`src/hdl/tilt_angle_kalman_filter_macros.svh`:
```
// Assertion macros for the tilt Kalman filter.
// Expects signals named clk and rst in the including module.
`ifndef TILT_ANGLE_KALMAN_FILTER_MACROS_SVH
`define TILT_ANGLE_KALMAN_FILTER_MACROS_SVH

// Same-cycle implication, checked outside reset
`define TKF_ASSERT_IMPLIES(label, ante, cons) \
  label: assert property (@(posedge clk) disable iff (rst) (ante) |-> (cons)) \
    else $error("tkf assertion failed");

// Next-cycle implication, checked outside reset
`define TKF_ASSERT_NEXT(label, ante, cons) \
  label: assert property (@(posedge clk) disable iff (rst) (ante) |=> (cons)) \
    else $error("tkf assertion failed");

`endif

```
`src/hdl/tkf_pkg.sv`:
```
// Shared constants for the tilt Kalman filter.
// No dependencies.
`default_nettype none
package tkf_pkg;
  localparam int FRAC_BITS = 28;
  localparam int IDX_W     = 3;

  typedef enum logic [IDX_W-1:0] {
    REG_SAMPLE_PERIOD  = 3'd0,
    REG_ANGLE_NOISE    = 3'd1,
    REG_BIAS_NOISE     = 3'd2,
    REG_MEAS_NOISE     = 3'd3,
    REG_OBS_GAIN       = 3'd4
  } tkf_reg_t;

  localparam logic [30:0] RST_SAMPLE_PERIOD = 31'd268435;
  localparam logic [30:0] RST_ANGLE_NOISE   = 31'd268435;
  localparam logic [30:0] RST_BIAS_NOISE    = 31'd1342177;
  localparam logic [30:0] RST_MEAS_NOISE    = 31'd134217728;
  localparam logic signed [31:0] RST_OBS_GAIN = 32'sd268435456;
endpackage
`default_nettype wire

```
`src/hdl/tkf_mul.sv`:
```
// Shared fixed-point multiplier: (a*b) >> 28, truncated toward zero, saturated.
// Four half-width partial products, accumulated in turn. Uses tkf_pkg.
`default_nettype none
module tkf_mul #(
  parameter int VALUE_WIDTH = 32,
  parameter int MAG_WIDTH   = 32
) (
  input  wire logic                          clk,
  input  wire logic                          rst,
  input  wire logic                          start,
  input  wire logic signed [MAG_WIDTH-1:0]   a,
  input  wire logic signed [MAG_WIDTH-1:0]   b,
  output logic                               done,
  output logic signed [VALUE_WIDTH-1:0]      result
);
  import tkf_pkg::*;

  localparam int H  = (MAG_WIDTH + 1) / 2;
  localparam int PW = 2 * H;
  localparam int AW = 2 * PW;
  localparam int RW = AW - FRAC_BITS;

  logic [PW-1:0] xa;
  logic [PW-1:0] xb;
  logic          neg;
  logic [AW-1:0] acc;
  logic [1:0]    cnt;
  logic          busy;
  logic          fin;

  logic [MAG_WIDTH-1:0] ua;
  logic [MAG_WIDTH-1:0] ub;
  logic [H-1:0]         pa;
  logic [H-1:0]         pb;
  logic [PW-1:0]        pp;
  logic [AW-1:0]        pp_sh;
  logic [RW-1:0]        r;
  logic [RW-1:0]        lim_pos;
  logic [RW-1:0]        lim_neg;

  // Magnitudes of the operands
  assign ua = a[MAG_WIDTH-1] ? (~a + 1'b1) : a;
  assign ub = b[MAG_WIDTH-1] ? (~b + 1'b1) : b;

  // Pick the half-words for this partial product
  always_comb begin
    pa    = cnt[0] ? xa[PW-1:H] : xa[H-1:0];
    pb    = cnt[1] ? xb[PW-1:H] : xb[H-1:0];
    pp    = PW'(pa) * PW'(pb);
    pp_sh = AW'(pp) << ((cnt[0] ? H : 0) + (cnt[1] ? H : 0));
  end

  // Drop the fraction and saturate
  assign r       = acc[AW-1:FRAC_BITS];
  assign lim_pos = RW'({(VALUE_WIDTH-1){1'b1}});
  assign lim_neg = lim_pos + 1'b1;

  always_ff @(posedge clk) begin
    if (rst) begin
      busy <= 1'b0;
      fin  <= 1'b0;
      done <= 1'b0;
      cnt  <= '0;
    end else begin
      done <= 1'b0;
      fin  <= 1'b0;
      if (start) begin
        xa   <= PW'(ua);
        xb   <= PW'(ub);
        neg  <= a[MAG_WIDTH-1] ^ b[MAG_WIDTH-1];
        acc  <= '0;
        cnt  <= '0;
        busy <= 1'b1;
      end else if (busy) begin
        acc <= acc + pp_sh;
        cnt <= cnt + 2'd1;
        if (cnt == 2'd3) begin
          busy <= 1'b0;
          fin  <= 1'b1;
        end
      end else if (fin) begin
        done <= 1'b1;
        if (neg) begin
          result <= (r > lim_neg) ? {1'b1, {(VALUE_WIDTH-1){1'b0}}}
                                  : -$signed(r[VALUE_WIDTH-1:0]);
        end else begin
          result <= (r > lim_pos) ? {1'b0, {(VALUE_WIDTH-1){1'b1}}}
                                  : $signed(r[VALUE_WIDTH-1:0]);
        end
      end
    end
  end
endmodule
`default_nettype wire

```
`src/hdl/tkf_div.sv`:
```
// Restoring divider for the gains: (num << 28) / den, den > 0, saturated.
// One quotient bit per cycle. Uses tkf_pkg.
`default_nettype none
module tkf_div #(
  parameter int VALUE_WIDTH = 32
) (
  input  wire logic                          clk,
  input  wire logic                          rst,
  input  wire logic                          start,
  input  wire logic signed [VALUE_WIDTH-1:0] num,
  input  wire logic signed [VALUE_WIDTH-1:0] den,
  output logic                               done,
  output logic signed [VALUE_WIDTH-1:0]      quot
);
  import tkf_pkg::*;

  localparam int NW = VALUE_WIDTH + FRAC_BITS;
  localparam int CW = $clog2(NW + 1);

  logic [NW-1:0]          sh;
  logic [NW-1:0]          q;
  logic [VALUE_WIDTH:0]   rem;
  logic [VALUE_WIDTH-1:0] dv;
  logic                   neg;
  logic [CW-1:0]          cnt;
  logic                   busy;
  logic                   fin;

  logic [VALUE_WIDTH-1:0] un;
  logic [VALUE_WIDTH:0]   trial;
  logic                   fits;
  logic [NW-1:0]          lim_pos;
  logic [NW-1:0]          lim_neg;

  assign un    = num[VALUE_WIDTH-1] ? (~num + 1'b1) : num;
  assign trial = {rem[VALUE_WIDTH-1:0], sh[NW-1]};
  assign fits  = trial >= {1'b0, dv};
  assign lim_pos = NW'({(VALUE_WIDTH-1){1'b1}});
  assign lim_neg = lim_pos + 1'b1;

  always_ff @(posedge clk) begin
    if (rst) begin
      busy <= 1'b0;
      fin  <= 1'b0;
      done <= 1'b0;
      cnt  <= '0;
    end else begin
      done <= 1'b0;
      fin  <= 1'b0;
      if (start) begin
        sh   <= {un, {FRAC_BITS{1'b0}}};
        q    <= '0;
        rem  <= '0;
        dv   <= den;
        neg  <= num[VALUE_WIDTH-1];
        cnt  <= CW'(NW);
        busy <= 1'b1;
      end else if (busy) begin
        // shift in one numerator bit, subtract where it fits
        rem <= fits ? (trial - {1'b0, dv}) : trial;
        q   <= {q[NW-2:0], fits};
        sh  <= {sh[NW-2:0], 1'b0};
        cnt <= cnt - 1'b1;
        if (cnt == CW'(1)) begin
          busy <= 1'b0;
          fin  <= 1'b1;
        end
      end else if (fin) begin
        done <= 1'b1;
        if (neg) begin
          quot <= (q > lim_neg) ? {1'b1, {(VALUE_WIDTH-1){1'b0}}}
                                : -$signed(q[VALUE_WIDTH-1:0]);
        end else begin
          quot <= (q > lim_pos) ? {1'b0, {(VALUE_WIDTH-1){1'b1}}}
                                : $signed(q[VALUE_WIDTH-1:0]);
        end
      end
    end
  end
endmodule
`default_nettype wire

```
`src/hdl/tilt_angle_kalman_filter.sv`:
```
// Two-state tilt Kalman filter (angle and gyro bias) with one shared multiplier
// and one shared divider under a step sequencer. Depends on tkf_pkg, tkf_mul,
// tkf_div and tilt_angle_kalman_filter_macros.svh.
//
// One beat in gives one beat out. The block takes a beat only when its
// sequencer is idle; an item runs fourteen passes through the
// partial-product multiplier and two bit-serial divisions for the gains (the
// divisions are skipped when the innovation variance is not positive). A
// finished result waits in the output register while the next beat is taken.
// Configuration writes are always ready and must only occur while idle.
`default_nettype none
`include "tilt_angle_kalman_filter_macros.svh"
module tilt_angle_kalman_filter #(
  parameter int VALUE_WIDTH = 32
) (
  input  wire logic                      clk,
  input  wire logic                      rst,
  input  wire logic                      cfg_valid,
  output logic                           cfg_ready,
  input  wire logic [tkf_pkg::IDX_W-1:0] cfg_index,
  input  wire logic [31:0]               cfg_data,
  input  wire logic                      in_valid,
  output logic                           in_stall,
  input  wire logic signed [31:0]        measured_angle,
  input  wire logic signed [31:0]        angular_rate,
  output logic                           out_valid,
  input  wire logic                      out_stall,
  output logic signed [31:0]             estimated_angle,
  output logic signed [31:0]             estimated_rate
);
  import tkf_pkg::*;

  localparam int W  = VALUE_WIDTH;
  localparam int MW = (VALUE_WIDTH > 32) ? VALUE_WIDTH : 32;
  localparam int AW = MW + 3;
  localparam logic signed [AW-1:0] LIM_HI = AW'({(W-1){1'b1}});
  localparam logic signed [AW-1:0] LIM_LO = ~LIM_HI;
  localparam logic signed [AW-1:0] S32_HI = AW'(33'sh0_7FFF_FFFF);
  localparam logic signed [AW-1:0] S32_LO = ~S32_HI;
  localparam logic signed [W-1:0]  COV_ONE = (W > 29) ? W'(64'sd268435456)
                                                      : {1'b0, {(W-1){1'b1}}};

  typedef enum logic [4:0] {
    S_IDLE, S_RB, S_M_ANG, S_ERR, S_M_C00, S_NEG, S_M_C01, S_M_C11,
    S_M_PCT0, S_M_PCT1, S_M_E, S_D_K0, S_D_K1, S_M_T1, S_M_N00, S_M_N01,
    S_M_N10, S_M_N11, S_M_ANG2, S_M_BIAS, S_OUT
  } state_t;

  function automatic logic signed [W-1:0] sat_w(input logic signed [AW-1:0] v);
    if (v > LIM_HI) return LIM_HI[W-1:0];
    else if (v < LIM_LO) return LIM_LO[W-1:0];
    else return v[W-1:0];
  endfunction

  function automatic logic signed [31:0] sat_32(input logic signed [AW-1:0] v);
    if (v > S32_HI) return S32_HI[31:0];
    else if (v < S32_LO) return S32_LO[31:0];
    else return v[31:0];
  endfunction

  function automatic logic signed [AW-1:0] xw(input logic signed [W-1:0] x);
    return AW'(x);
  endfunction

  function automatic logic signed [AW-1:0] x32(input logic signed [31:0] x);
    return AW'(x);
  endfunction

  function automatic logic signed [AW-1:0] xu(input logic [30:0] x);
    return AW'({1'b0, x});
  endfunction

  // configuration
  logic [30:0]        dt;
  logic [30:0]        q_angle;
  logic [30:0]        q_bias;
  logic [30:0]        r_meas;
  logic signed [31:0] c0;

  // filter state and scratch
  state_t             state;
  logic               op_started;
  logic signed [31:0] meas;
  logic signed [31:0] rate;
  logic signed [W-1:0] angle;
  logic signed [W-1:0] bias;
  logic signed [W-1:0] c00;
  logic signed [W-1:0] c01;
  logic signed [W-1:0] c10;
  logic signed [W-1:0] c11;
  logic signed [W-1:0] tmp;
  logic signed [W-1:0] err;
  logic signed [W-1:0] pct0;
  logic signed [W-1:0] pct1;
  logic signed [W-1:0] k0;
  logic signed [W-1:0] k1;

  // shared units
  logic                 is_mul;
  logic                 is_div;
  logic                 mul_start;
  logic signed [MW-1:0] mul_a;
  logic signed [MW-1:0] mul_b;
  logic                 mul_done;
  logic signed [W-1:0]  m;
  logic                 div_start;
  logic signed [W-1:0]  div_num;
  logic                 div_done;
  logic signed [W-1:0]  div_q;

  assign cfg_ready = 1'b1;
  assign in_stall  = (state != S_IDLE);

  // Select the unit and its operands (multiplier or divider) for the current step
  always_comb begin
    is_mul  = 1'b1;
    is_div  = 1'b0;
    mul_a   = MW'(tmp);
    mul_b   = MW'($signed({1'b0, dt}));
    div_num = pct0;
    case (state)
      S_M_ANG, S_M_C00, S_M_C01: ;
      S_M_C11:  mul_a = MW'($signed({1'b0, q_bias}));
      S_M_PCT0: begin mul_a = MW'(c0); mul_b = MW'(c00); end
      S_M_PCT1: begin mul_a = MW'(c0); mul_b = MW'(c10); end
      S_M_E:    begin mul_a = MW'(c0); mul_b = MW'(pct0); end
      S_M_T1:   begin mul_a = MW'(c0); mul_b = MW'(c01); end
      S_M_N00:  begin mul_a = MW'(k0); mul_b = MW'(pct0); end
      S_M_N01:  begin mul_a = MW'(k0); mul_b = MW'(tmp); end
      S_M_N10:  begin mul_a = MW'(k1); mul_b = MW'(pct0); end
      S_M_N11:  begin mul_a = MW'(k1); mul_b = MW'(tmp); end
      S_M_ANG2: begin mul_a = MW'(k0); mul_b = MW'(err); end
      S_M_BIAS: begin mul_a = MW'(k1); mul_b = MW'(err); end
      S_D_K0:   begin is_mul = 1'b0; is_div = 1'b1; end
      S_D_K1:   begin is_mul = 1'b0; is_div = 1'b1; div_num = pct1; end
      default:  is_mul = 1'b0;
    endcase
  end

  assign mul_start = is_mul && !op_started;
  assign div_start = is_div && !op_started && (tmp > 0);

  tkf_mul #(.VALUE_WIDTH(W), .MAG_WIDTH(MW)) u_mul (
    .clk    (clk),
    .rst    (rst),
    .start  (mul_start),
    .a      (mul_a),
    .b      (mul_b),
    .done   (mul_done),
    .result (m)
  );

  tkf_div #(.VALUE_WIDTH(W)) u_div (
    .clk   (clk),
    .rst   (rst),
    .start (div_start),
    .num   (div_num),
    .den   (tmp),
    .done  (div_done),
    .quot  (div_q)
  );

  // Sequencer, filter state and output register
  always_ff @(posedge clk) begin
    if (rst) begin
      state      <= S_IDLE;
      op_started <= 1'b0;
      out_valid  <= 1'b0;
      dt         <= RST_SAMPLE_PERIOD;
      q_angle    <= RST_ANGLE_NOISE;
      q_bias     <= RST_BIAS_NOISE;
      r_meas     <= RST_MEAS_NOISE;
      c0         <= RST_OBS_GAIN;
      angle      <= '0;
      bias       <= '0;
      c00        <= COV_ONE;
      c01        <= '0;
      c10        <= '0;
      c11        <= COV_ONE;
    end else begin
      // drop the result once taken; S_OUT reloads it on its own
      if (out_valid && !out_stall && state != S_OUT) out_valid <= 1'b0;

      // register writes
      if (cfg_valid && cfg_ready) begin
        case (cfg_index)
          REG_SAMPLE_PERIOD: dt      <= cfg_data[30:0];
          REG_ANGLE_NOISE:   q_angle <= cfg_data[30:0];
          REG_BIAS_NOISE:    q_bias  <= cfg_data[30:0];
          REG_MEAS_NOISE:    r_meas  <= cfg_data[30:0];
          REG_OBS_GAIN:      c0      <= cfg_data;
          default: ;
        endcase
      end

      if (mul_start || div_start) op_started <= 1'b1;

      case (state)
        S_IDLE: begin
          if (in_valid) begin
            meas  <= measured_angle;
            rate  <= angular_rate;
            state <= S_RB;
          end
        end
        S_RB: begin
          tmp   <= sat_w(x32(rate) - xw(bias));
          state <= S_M_ANG;
        end
        S_ERR: begin
          err   <= sat_w(x32(meas) - xw(angle));
          tmp   <= sat_w(xu(q_angle) - xw(c01) - xw(c10));
          state <= S_M_C00;
        end
        S_NEG: begin
          tmp   <= sat_w(-xw(c11));
          state <= S_M_C01;
        end
        S_D_K0, S_D_K1: begin
          if (!op_started && !(tmp > 0)) begin
            // innovation variance not positive: no correction
            k0    <= '0;
            k1    <= '0;
            state <= S_M_T1;
          end else if (div_done) begin
            op_started <= 1'b0;
            if (state == S_D_K0) begin
              k0    <= div_q;
              state <= S_D_K1;
            end else begin
              k1    <= div_q;
              state <= S_M_T1;
            end
          end
        end
        S_OUT: begin
          if (!out_valid || !out_stall) begin
            estimated_angle <= sat_32(xw(angle));
            estimated_rate  <= sat_32(x32(rate) - xw(bias));
            out_valid       <= 1'b1;
            state           <= S_IDLE;
          end
        end
        default: begin
          // multiplier steps: write back when the product arrives
          if (is_mul && mul_done) begin
            op_started <= 1'b0;
            case (state)
              S_M_ANG:  begin angle <= sat_w(xw(angle) + xw(m)); state <= S_ERR; end
              S_M_C00:  begin c00 <= sat_w(xw(c00) + xw(m)); state <= S_NEG; end
              S_M_C01: begin
                c01   <= sat_w(xw(c01) + xw(m));
                c10   <= sat_w(xw(c10) + xw(m));
                state <= S_M_C11;
              end
              S_M_C11:  begin c11 <= sat_w(xw(c11) + xw(m)); state <= S_M_PCT0; end
              S_M_PCT0: begin pct0 <= m; state <= S_M_PCT1; end
              S_M_PCT1: begin pct1 <= m; state <= S_M_E; end
              S_M_E:    begin tmp <= sat_w(xu(r_meas) + xw(m)); state <= S_D_K0; end
              S_M_T1:   begin tmp <= m; state <= S_M_N00; end
              S_M_N00:  begin c00 <= sat_w(xw(c00) - xw(m)); state <= S_M_N01; end
              S_M_N01:  begin c01 <= sat_w(xw(c01) - xw(m)); state <= S_M_N10; end
              S_M_N10:  begin c10 <= sat_w(xw(c10) - xw(m)); state <= S_M_N11; end
              S_M_N11:  begin c11 <= sat_w(xw(c11) - xw(m)); state <= S_M_ANG2; end
              S_M_ANG2: begin angle <= sat_w(xw(angle) + xw(m)); state <= S_M_BIAS; end
              S_M_BIAS: begin bias <= sat_w(xw(bias) + xw(m)); state <= S_OUT; end
              default: state <= S_IDLE;
            endcase
          end
        end
      endcase
    end
  end

  `TKF_ASSERT_NEXT(a_busy_after_accept, in_valid && !in_stall, in_stall)
  `TKF_ASSERT_IMPLIES(a_gain_zero, state == S_M_T1 && !(tmp > 0), k0 == '0 && k1 == '0)
  `TKF_ASSERT_IMPLIES(a_one_unit, mul_start, !div_start)
endmodule
`default_nettype wire
```
`config.mk`:
```
export PLATFORM = sky130hd
export DESIGN_NAME = tilt_angle_kalman_filter
export DESIGN_NICKNAME = d
export VERILOG_FILES = /design/src/hdl/tkf_pkg.sv /design/src/hdl/tkf_mul.sv /design/src/hdl/tkf_div.sv /design/src/hdl/tilt_angle_kalman_filter.sv
export VERILOG_INCLUDE_DIRS = /design/src /design/src/hdl
export SDC_FILE = /design/constraint.sdc
export NUM_CORES = 2
export LEC_CHECK = 0
export BUFFER_PORTS_ARGS = -buffer_cell sky130_fd_sc_hd__buf_4
export CORE_MARGIN = 3
export CORE_UTILIZATION = 40
export CTS_CLUSTER_DIAMETER = 60
export DETAILED_ROUTE_END_ITERATION = 6
export GPL_TIMING_DRIVEN = 0
export REMOVE_ABC_BUFFERS = 1
export SLEW_MARGIN = 20
export SYNTH_ARGS = -nofsm -noshare
export SYNTH_HDL_FRONTEND = slang
export SYNTH_SLANG_ARGS = --single-unit
```
`constraint.sdc`:
```
create_clock -name clk -period 24.1 [get_ports clk]
set_input_delay 1.205 -clock clk [delete_from_list [all_inputs] [get_ports clk]]
set_output_delay 1.205 -clock clk [all_outputs]
set_load 0.02 [all_outputs]
```
==> impl_metrics.env <==
export IMPL_core_area_sq_mm=0.211
export IMPL_synth_edf_count=670
export IMPL_place_ws_ps=12480
export IMPL_area_growth_pct=12.6
export IMPL_vias_per_cell=6.16
export IMPL_cap_violations=0
export IMPL_critical_path_class="register to register"
export IMPL_finalHoldViolCount=0
export IMPL_clk_latency_ps=840
export IMPL_dp_cells=12500
export IMPL_grt_pass1_wl_microns=497000
export IMPL_dieArea_sq_mm=0.219
export IMPL_slew_violations=0
export IMPL_numCtsBuffers=140
export IMPL_start_util_pct=40.4
export IMPL_critPathMostFrequentCell="fa_1"
export IMPL_avgRoutedWirePerCell_microns=26.8
export IMPL_hpwl_microns=266000
export IMPL_avgSynthCellArea_sq_um=8.65
export IMPL_nets=10800
export IMPL_synth_cell_area_sq_mm=0.0852
export IMPL_cpLargestDelayFamily="compound AO/OA/AOI/OAI gates"
export IMPL_ant_nets=0
export IMPL_rows=168
export IMPL_grt_use_met1_pct=42.1
export IMPL_max_freq_ghz=0.0852
export IMPL_endpoint_kind="register"
export IMPL_drc=20
export IMPL_outcome="finished with violations"
export IMPL_yosysTopAreaCellShare_pct=23.6
export IMPL_ys_types=108
export IMPL_tightest_slew_ps=1170
export IMPL_setup_tns_ps=0
export IMPL_timing_final_crit_period_ps=11740
export IMPL_synthArstFlopShare_pct=0
export IMPL_holdBufCountCts=0
export IMPL_synth_warnings=0
export IMPL_cp_buffers_inverters=2
export IMPL_grt_usage_pct=30.4
export IMPL_crit_slowest_cell="mux2i_1"
export IMPL_grt_util_met3_pct=6.68
export IMPL_finClkSkew_ps=44.9
export IMPL_routed_wl_microns=341000
export IMPL_relSlewSlack_pct=20.3
export IMPL_cp_arrival_ps=12310
export IMPL_synth_largest_area_cell="edfxtp_1"
export IMPL_antenna_found_initial=33
export IMPL_drt_iter0_drc=10400
export IMPL_cts_tree="yes"
export IMPL_seq_area_frac_synth_pct=32.3
export IMPL_rsz0062_at_grt="no"
export IMPL_final_cell_mix="nand2_1, a21oi_1, nor2_1"
export IMPL_htreeDepth=4
export IMPL_io_pins=171
export IMPL_layout_commonest_cell="nand2_1"
export IMPL_ctsLongestPathBuffers=3
export IMPL_ys_seq_elements=1039
export IMPL_grt_util_met2_pct=43.8
export IMPL_syn_inst=9851
export IMPL_ys_flop_type="edfxtp_1"
export IMPL_whs_ps=455
export IMPL_cts_sinks=1039
export IMPL_largest_register_ffs=64
export IMPL_grt_pass1_vias=73700
export IMPL_post_cts_buffers=0
export IMPL_failed_checks="DRC"
export IMPL_worstSetupStartpointType="register"
export IMPL_finalCritPeriodShare_pct=48.7
export IMPL_setup_slack_ps=12360
export IMPL_setup_violations=0
export IMPL_root_buffer="clkbuf_16"
export IMPL_top_usage_layer="met2"
export IMPL_vias=78500
export IMPL_path_clk_slew_ps=60
export IMPL_holdCritPathClass="register to register"
export IMPL_die_h_microns=467
export IMPL_grt_max_degree=109
export IMPL_regMostFlops="u_mul.acc"
export IMPL_fin_cells=12700
export IMPL_reg_largest_list="u_mul.acc (64), u_div.q (60)"
export IMPL_port_buffers=169
export IMPL_ctsResizeCount=0
export IMPL_final_layout_size_suffix_gt1_share_pct=8.37
export IMPL_max_stage_delay_ps=970
export IMPL_grt_ovfl_total=0
export IMPL_routabilityCongestion=1.05
export IMPL_dr_pass1_iters=7
export IMPL_crit_required_ps=24670
export IMPL_critPathMaxFanout=30
export IMPL_n_fill_cell=20500
export IMPL_die_w_microns=467
export IMPL_synthTopCellsByArea="edfxtp_1, ha_1, dfxtp_1, fa_1, a21oi_1"
[routing by layer]
metal | share of wire (%) | vias up
met2 | 41 | 3972
met3 | 10 | 818
met5 | 0.013 | -
met4 | 6.4 | 6
met1 | 42 | 38300
li1 | - | 35400
[final cells by class]
cell class / count / area (sq um) / area share, %
well taps: 2805 / 3510 / 3.66
multi-input cells: 7582 / 53600 / 55.9
diodes: 22 / 55.1 / 0.0574
flip-flops and latches: 1039 / 27500 / 28.7
clock buffers: 180 / 3830 / 4.00
inverters: 690 / 2590 / 2.70
repair buffers: 345 / 3830 / 3.99
clock inverters: 79 / 947 / 0.988
[metrics by stage]
step / util [%] / area, sq um
after floorplan: - / 83100
after global placement: 41.7 / 87900
after detailed placement: 43.2 / 91000
after CTS: 45.5 / 95800
after global routing: 45.5 / 95800
final: 45.5 / 95900
[cells in the mapped netlist (83+ instances only)]
cell and count:
o21ai_0 621, mux2i_1 97, xor2_1 189, nor2_1 816, a31oi_1 86, and2_1 117, nor3_1 203, nand3_1 208
nand2b_1 88, xnor2_1 417, ha_1 660, o21a_1 83, inv_1 687, dfxtp_1 369, nand2_1 1024, a21oi_1 845
o21bai_1 92, edfxtp_1 670, nor2b_1 128, and3_1 87, clkbuf_1 453, fa_1 240, a21o_1 227
[worst register-to-register path, delay by kind of cell (launching register included)]
family	cells	cell delay, ps
buffers and inverters	2	140
xor gates and xnor gates	2	590
AOI/OAI and AO/OA	14	4130
muxes	1	1000
adders and majority gates	8	4090
and+or+nand+nor	5	620
DFF	1	920
[kinds of logic (layout without fill, tap and decap cells)]
family | after synthesis | count (layout) | synth area share (%)
and+or+nand+nor | 3049 | 3049 | 16.8
AOI/OAI and AO/OA | 2876 | 2876 | 22.0
xor gates and xnor gates | 606 | 606 | 6.23
DFF | 1039 | 1039 | 32.3
buffers and inverters | 1230 | 1294 | 5.52
other | 1 | 23 | 0.00440
muxes | 138 | 138 | 1.68
adders and majority gates | 912 | 912 | 15.5
[final timing paths]
kind | slack, ps | to | start | cells past startpoint
min | 460 | c0[3] | c0[3] | 2
max reg2reg | 12360 | u_mul.acc[59] | u_mul.cnt[1] | 32
max | 12360 | u_mul.acc[59] | u_mul.cnt[1] | 32
min reg2reg | 460 | c0[3] | c0[3] | 2
Power is left out: the tool's default activity adds up to more than one toggle a clock period on the data nets, which glitch-free logic cannot reach.
